===== src/rtl/gsia_pkg.sv =====
// Shared types, constants and codes of the generational slot identifier allocator.
package gsia_pkg;

   // Field widths fixed by the identifier format.
   localparam int ID_W         = 32;
   localparam int KEY_W        = 32;
   localparam int SLOT_FIELD_W = 16;
   localparam int GEN_W        = 16;
   localparam int CFG_W        = 17;

   // Default sizes of the slot stores and the entity map.
   localparam int DEFAULT_SLOTS       = 1024;
   localparam int DEFAULT_MAP_ENTRIES = 1024;

   // Reset value of the usable slot limit and the "no identifier" value.
   localparam logic [CFG_W-1:0] MAX_IDS_RESET = CFG_W'(65536);
   localparam logic [ID_W-1:0]  NO_ID         = '1;

   // Result status codes.
   typedef enum logic [2:0] {
      STATUS_EXISTING  = 3'd0,
      STATUS_NEW       = 3'd1,
      STATUS_EXHAUSTED = 3'd2,
      STATUS_RELEASED  = 3'd3,
      STATUS_ABSENT    = 3'd4,
      STATUS_MAP_FULL  = 3'd5
   } rsp_status_type;

   // Request operation codes.
   localparam logic OP_ACQUIRE = 1'b0;
   localparam logic OP_RELEASE = 1'b1;

   // One request item.
   typedef struct packed {
      logic             operation;
      logic [KEY_W-1:0] entity;
   } req_type;

   // One result item.
   typedef struct packed {
      logic [ID_W-1:0] packed_id;
      rsp_status_type  status;
   } rsp_type;

   // One word of the entity map memory.
   typedef struct packed {
      logic             valid;
      logic [KEY_W-1:0] key;
      logic [ID_W-1:0]  packed_id;
   } map_entry_type;

   // Controller states.
   typedef enum logic [2:0] {
      ST_CLEAR,
      ST_IDLE,
      ST_SCAN,
      ST_STACK_RD,
      ST_CAND,
      ST_ALLOC,
      ST_GEN_RD,
      ST_RELEASE
   } ctrl_state_type;

   // Commands from the controller to the datapath.
   typedef struct packed {
      logic           clear;
      logic           start;
      logic           scan;
      logic           stack_read;
      logic           gen_read;
      logic           alloc_commit;
      logic           release_commit;
      logic           respond;
      rsp_status_type rsp_status;
   } dp_cmd_type;

   // Status from the datapath to the controller.
   typedef struct packed {
      logic clear_done;
      logic scan_done;
      logic hit;
      logic free_found;
      logic op_release;
      logic slot_ok;
   } dp_status_type;

endpackage


===== src/rtl/gsia_ctrl.sv =====
// Controller state machine of the allocator.
module gsia_ctrl
   import gsia_pkg::*;
(
   input  logic          clock,
   input  logic          reset,
   input  logic          start,
   input  dp_status_type status,
   output dp_cmd_type    cmd,
   output logic          busy
);

   ctrl_state_type state_ff, state_in;

   // State register.
   always_ff @(posedge clock) begin
      if (reset) begin
         state_ff <= ST_CLEAR;
      end else begin
         state_ff <= state_in;
      end
   end

   // Next state and commands.
   always_comb begin
      state_in       = state_ff;
      cmd            = '0;
      cmd.rsp_status = STATUS_EXISTING;
      unique case (state_ff)
         ST_CLEAR: begin
            cmd.clear = 1'b1;
            if (status.clear_done) begin
               state_in = ST_IDLE;
            end
         end
         ST_IDLE: begin
            if (start) begin
               cmd.start = 1'b1;
               state_in  = ST_SCAN;
            end
         end
         ST_SCAN: begin
            cmd.scan = 1'b1;
            if (status.scan_done) begin
               if (status.op_release) begin
                  if (status.hit) begin
                     state_in = ST_GEN_RD;
                  end else begin
                     cmd.respond    = 1'b1;
                     cmd.rsp_status = STATUS_ABSENT;
                     state_in       = ST_IDLE;
                  end
               end else begin
                  priority if (status.hit) begin
                     cmd.respond    = 1'b1;
                     cmd.rsp_status = STATUS_EXISTING;
                     state_in       = ST_IDLE;
                  end else if (!status.free_found) begin
                     cmd.respond    = 1'b1;
                     cmd.rsp_status = STATUS_MAP_FULL;
                     state_in       = ST_IDLE;
                  end else begin
                     state_in = ST_STACK_RD;
                  end
               end
            end
         end
         ST_STACK_RD: begin
            cmd.stack_read = 1'b1;
            state_in       = ST_CAND;
         end
         ST_CAND: begin
            cmd.gen_read = 1'b1;
            if (status.slot_ok) begin
               state_in = ST_ALLOC;
            end else begin
               cmd.respond    = 1'b1;
               cmd.rsp_status = STATUS_EXHAUSTED;
               state_in       = ST_IDLE;
            end
         end
         ST_ALLOC: begin
            cmd.alloc_commit = 1'b1;
            cmd.respond      = 1'b1;
            cmd.rsp_status   = STATUS_NEW;
            state_in         = ST_IDLE;
         end
         ST_GEN_RD: begin
            cmd.gen_read = 1'b1;
            state_in     = ST_RELEASE;
         end
         ST_RELEASE: begin
            cmd.release_commit = 1'b1;
            cmd.respond        = 1'b1;
            cmd.rsp_status     = STATUS_RELEASED;
            state_in           = ST_IDLE;
         end
         default: begin
            state_in = ST_IDLE;
         end
      endcase
   end

   assign busy = (state_ff != ST_IDLE);

endmodule


===== config.mk =====
export PLATFORM = sky130hd
export DESIGN_NAME = gsia_ctrl
export DESIGN_NICKNAME = d
export VERILOG_FILES = /design/src/rtl/gsia_pkg.sv /design/src/rtl/gsia_ctrl.sv
export SDC_FILE = /design/constraint.sdc
export NUM_CORES = 1
export LEC_CHECK = 0
export ABC_AREA = 1
export ABC_CLOCK_PERIOD_IN_PS = 1000
export BUFFER_PORTS_ARGS = -buffer_cell sky130_fd_sc_hd__buf_4
export CORE_AREA = 2 2 39 41
export CTS_CLUSTER_SIZE = 14
export DETAILED_ROUTE_END_ITERATION = 8
export DIE_AREA = 0 0 41 43
export GPL_TIMING_DRIVEN = 0
export PLACE_DENSITY_LB_ADDON = 0.05
export SETUP_SLACK_MARGIN = 0.02
export SYNTH_ARGS = -nofsm -noshare
export SYNTH_HDL_FRONTEND = slang
export SYNTH_SLANG_ARGS = --single-unit

===== constraint.sdc =====
create_clock -name clock -period 1 [get_ports clock]
set_input_delay 0.05 -clock clock [delete_from_list [all_inputs] [get_ports clock]]
set_output_delay 0.05 -clock clock [all_outputs]
set_load 0.05 [all_outputs]

==> results of run 1 <==
==> per-stage QoR <==
stage,total power (W),setup TNS [ns],cell area [um^2],utilization
floorplan,0.000729,-1.11,474,-
global placement,0.000892,-0.946,644,0.466
detailed placement,0.000888,-0.896,644,0.466
CTS,0.00135,-2.78,847,0.612
global route,0.00156,-3.55,940,0.679
finish,0.00149,-2.94,940,0.679
==> cells in the mapped netlist (2+ instances only) <==
master   instances  area [um^2]
o21ai_0          2         10.0
nand2_1         13         48.8
nor2_2           3         18.8
inv_1            6         22.5
nand3_1          5         25.0
dfxtp_1          3         60.1
nor3_1           3         15.0
inv_2            3         11.3
nor2_1          14         52.6
nor2_4           2         22.5
nand4_1          2         12.5
==> placed cells by master (no fill, tap or decap), drive strengths merged <==
cell / count
nand2: 13
nand3b: 1
inv: 7
clkinvlp: 2
a21oi: 2
buf: 35
nand3: 6
nor2: 19
nor3: 3
o21ai: 3
nand4: 2
clkbuf: 4
dfxtp: 3
==> area by class of cell <==
type	count	area, um^2
well taps	16	20.0
fillers	130	444
repair buffers	35	354
multi-input cells	49	414
flip-flops and latches	3	71.3
inverters	9	53.8
clock buffers	4	26.3
==> worst paths after layout <==
check	cells past startpoint	start	slack, ns	to
setup / recovery	5	state_ff[1]	-0.28	cmd[3]
hold / removal	4	reset	0.11	state_ff[0]
setup reg to reg	8	state_ff[0]	-0.20	state_ff[0]
hold reg to reg	4	state_ff[2]	0.77	state_ff[0]
==> metal layers <==
metal	wire, um	part of all wire
met1	506	0.37
met2	776	0.57
met3	60	0.044
met4	21	0.015
met5	0	0
==> logic make-up (layout without fill, tap and decap cells) <==
logic type / Yosys count / count (layout) / share of synthesized area
AOI/OAI and AO/OA: 5 / 5 / 0.0858
buffers and inverters: 9 / 48 / 0.101
DFF: 3 / 3 / 0.179
and+or+nand+nor: 44 / 44 / 0.634
==> critical path: stages (launching register included) <==
cell     delay, ns
dfxtp_4       0.39
inv_8         0.04
nor2_4        0.12
nand4_1       0.19
nand3_4       0.10
buf_8         0.14
==> report_power, final <==
part           total (W)  leakage (nW)  internal [W]  switching (W)
logic            0.00106         0.374      0.000469       0.000588
clock network   0.000215        0.0150      0.000150      0.0000654
registers       0.000213        0.0267      0.000150      0.0000634
==> timing repair <==
action | CTS | global route
resized for setup | 26 | 11
pin swaps | 9 | 15
endpoints found under the setup margin | 15 | 15
setup buffers | 9 | 7
==> impl_results.md, run 1 <==
* F_max at 0.783 GHz
* Initial Utilization at 0.242
* Gr usage total at 0.159
* Post-layout min period at 1.28 ns
* Worst slack, placed at -0.189 ns
* Layout area overhead at 180%
* Min Hold Slack at 0.111 ns
* Yosys reg bits at 3
* Global route hottest layer: met2
* Final setup viols at 15
* Worst endpoint required time at 0.95 ns
* Via/cell ratio at slightly below 5
* Cell Count, Final, Fillers Out at 116
* Slew Viols, Final at 0
* Crit. End Element: primary output
* # diodes at 0
* Placed insts at 97
* VDD IR max at between 0.9 and 1 mV
* Die W at 41 um
* CP startpoint kind: flop
* Initial DRC count at 3
* Failing checks: negative setup slack
* Worst slew margin at 0.774
* Most used DFF post-synth: dfxtp_1
* Routability Congestion at 0.710
* CP Max Fanout at 4
* Clock skew at 0.00235 ns
* Global-route wire length before repair at 1900 um
* Crit path DAT at 1.23 ns
* Grt met1 use at 0.206
* RSZ-0062 raised after global routing: true
* Setup WS post-layout at -0.277 ns
* DP Wirelength at about 800 um
* Area of the core at 0.00138 mm^2
* Syn Area/Cell at 5.50 um^2
* Grt met3 use at 0.0471
* Status: complete, but fails checks
* Layout cell share with drive strength beyond 1 at 0.750
* Netlist Area Pre-Place at 335 um^2
* Area of the die at 0.00176 mm^2
* Buffers on Ports at 20
* Routed len/inst at ~12 um
* Share of flip-flops with an asynchronous set or reset at 0
* Remaining DRCs at 0
* Post-synthesis sequential area ratio at 0.179
* Hold-fix buffer count after cts at 0
* CTS tree: yes
* # H-tree levels at 1
* # rows at 14
* CTS max path bufs at 2
* CTS Buf Count at 3
* Slew @ Worst Pin at between 0.3 and 0.4 ns
* Root Driver: clkbuf_4
* Pwr/cell area at 1580 mW/mm^2
* Leakage power at between 0.4 and 0.5 nW
* Max Cap Violations at 0
* Vias in the first global route at 482
* Ports at 21
* Num Clock Sinks at 3
* GR Util met2 at 0.247
* Largest reg by FF count: state_ff
* Worst hold path class: primary input to flop
* Warnings from Yosys at 0
* Largest register FFs at 3
* Clock transition at path regs at roughly 0.040 ns
* Die Y at 43 um
* 1st-pass router iterations at 3
* Unique masters post-synth at 16
* Cell count after synthesis at 61
* Largest registers: state_ff x3
* Nets at 110
* Routed vias at 559
* Remaining Overflow, GRT at 0
* Detailed Route WL at ~1400 um
* Largest net degree at the start of global routing at 8
* EDFF count, synth at 0
* Initial antenna violation count at 0
* Final Hold Vio Count at 0
* Syn_nets at 70
* Final Cycle Share at 1.28
* Post-DRT Antenna Nets at 0
* CP Class: flop to primary output
* Skew-Pair Late Insertion Delay at about 0.23 ns
Note: power is estimated with default switching activity, not from simulation.
==> run 2, diff against run 1 <==
- ABC_CLOCK_PERIOD_IN_PS: 1000 -> 1250
- CAP_MARGIN: not set -> 20
- clock period: 1 -> 1.25 ns (I/O delays scaled with it)
==> impl_results.md, run 2 (synthesized netlist as in run 1, its figures left out) <==
* DP Wirelength at 780 um (-3.3%)
* VDD IR max at 0.615 mV (-35%)
* Placed insts at 97 (unchanged)
* Routability Congestion at 0.777 (+9.5%)
* Most common cell after layout, fill and taps aside: buf_4
* Gr usage total at 0.138 (-0.0204)
* CP Max Fanout at 4 (unchanged)
* Worst setup path end: cmd[9]
* Final Hold Vio Count at 0 (unchanged)
* Placed inst area at 553 um^2 (-14%)
* Area of the die at 0.00176 mm^2 (unchanged)
* Largest register FFs at 3 (unchanged)
* Largest reg by FF count: state_ff
* Remaining Overflow, GRT at 0 (unchanged)
* Area of the core at 0.00138 mm^2 (unchanged)
* Initial DRC count at 0 (-3)
* Ports at 21 (unchanged)
* Final Cycle Share at 0.971
* Largest net degree at the start of global routing at 8 (unchanged)
* Slew @ Worst Pin at 0.320 ns (-0.0150 ns)
* Hold path cells at 4 (unchanged)
* R2R cell count at 7 (-1)
* Crit. End Element: primary output
* Layout cell share with drive strength beyond 1 at 0.638 (-0.112)
* F_max at 0.824 GHz
* Setup WS post-layout at 0.0360 ns (+0.313 ns)
* Reg area at 71.3 um^2 (unchanged)
* Detailed Route WL at 1100 um (-19%)
* Max Cap Violations at 0 (unchanged)
* CTS tree: yes
* Worst slack, placed at 0.0369 ns (+0.226 ns)
* Crit path launch: state_ff[0]
* Most frequent cells in the layout: buf_4 (22), nor2_1 (11), nand2_1 (8)
* Worst slew margin at 0.784 (+0.0101)
* Routed vias at 486 (-13%)
* Worst r2r src: state_ff[1]
* Die W at 41 um (unchanged)
* Global-route wire length before repair at 1700 um (-11%)
* Via/cell ratio at 4.42 (-8.3%)
* Pwr/cell area at 1370 mW/mm^2 (-14%)
* Multi-input gate area at 320 um^2 (-23%)
* Initial antenna violation count at 0 (unchanged)
* Num Clock Sinks at 3 (unchanged)
* Nets at 104 (-5.5%)
* Register-to-register setup slack at 0.09 ns (+0.29 ns)
* # diodes at 0 (unchanged)
* Worst hold path class: primary input to flop
* RSZ-0062 raised after global routing: true
* CTS max path bufs at 2 (unchanged)
* Initial Utilization at 0.242 (unchanged)
* Largest registers: state_ff x3
* Buffers on Ports at 20 (unchanged)
* Root Driver: clkbuf_4
* RR Endpoint: state_ff[0]
* Skew-Pair Late Insertion Delay at 0.24 ns (about the same)
* Design area at 724 um^2 (-23%)
* Post-layout min period at 1.21 ns
* Post-DRT Antenna Nets at 0 (unchanged)
* Crit path DAT at 1.15 ns (-0.08 ns)
* Hold_sp: reset
* CTS Buf Count at 3 (unchanged)
* Layout fillers at 150 (+15%)
* Die Y at 43 um (unchanged)
* # rows at 14 (unchanged)
* Routed len/inst at 10.0 um (-15%)
* 1st-pass router iterations at 1 (-2)
* CP Class: flop to primary output
* Status: finished clean
* # H-tree levels at 1 (unchanged)
* Remaining DRCs at 0 (unchanged)
* Worst endpoint required time at 1.19 ns (+0.24 ns)
* Min Hold Slack at 0.114 ns (+0.00306 ns)
* Vias in the first global route at 456 (-5.4%)
* Final setup viols at 0 (-15)
* Clock transition at path regs at 0.04 ns (about the same)
* Pwr Total at 0.000989 W (-33%)
* CP startpoint kind: flop
* Cell Count, Final, Fillers Out at 110 (-5.2%)
* Clock skew at 0.00147 ns (-0.000885 ns)
* Leakage power at 0.368 nW (-12%)
* Layout area overhead at 116%
* Slew Viols, Final at 0 (unchanged)
run 2: changes by cell type in the layout (fill, tap and decap cells not counted), sizes merged:
cell | before | now
clkinvlp | 2 | 0
inv | 7 | 9
buf | 35 | 29
run 2: critical path: stages, from the launching register on:
cell	delay, ns
dfxtp_4	0.37
inv_2	0.06
nor2_4	0.14
nand2_4	0.08
nor2_4	0.11
buf_6	0.16
run 2: worst min path at each step:
stage,to,slack [ns]
5_1_grt,state_ff[0],0.11
4_1_cts,state_ff[0],0.12
6_report,state_ff[0],0.11
3_3_place_gp,state_ff[1],0.37
3_5_place_dp,state_ff[1],0.37
2_1_floorplan,state_ff[1],0.26
run 2: report_power, final:
part | total [W] | internal (W) | leakage, nW | switching [W]
clock network | 0.000173 | 0.000120 | 0.0150 | 0.0000535
registers | 0.000152 | 0.000120 | 0.0267 | 0.0000319
logic | 0.000664 | 0.000269 | 0.326 | 0.000395
run 2: timing repair:
| action | CTS | global route |
|---|---|---|
| endpoints found under the setup margin | 11 | 11 |
| setup buffers | 8 | 1 |
| hold buffers | 0 | 0 |
| resized for setup | 14 | 10 |
| pin swaps | 5 | 2 |
| gates cloned | 0 | 0 |
run 2: area by class of cell:
type                            instances  area share
Multi-Input combinational cell         49       0.442
Timing Repair Buffer                   29       0.342
Sequential cell                         3      0.0984
Inverter                                9      0.0535
Clock buffer                            4      0.0363
Tap cell                               16      0.0276
run 2: metrics by stage:
step | utilization | setup TNS, ns
after global routing | 0.524 | -0.128
after global placement | 0.400 | 0
after floorplan | - | -0.803
after detailed placement | 0.400 | 0
final | 0.524 | 0
after CTS | 0.492 | 0
run 2: layer usage:
metal / vias up / wire length (um) / track usage
li1: 261 / - / -
met5: - / 0 / 0
met1: 210 / 476 / 0.179
met3: 0 / 69 / 0.0681
met4: 0 / 0 / 0.0200
met2: 15 / 554 / 0.206
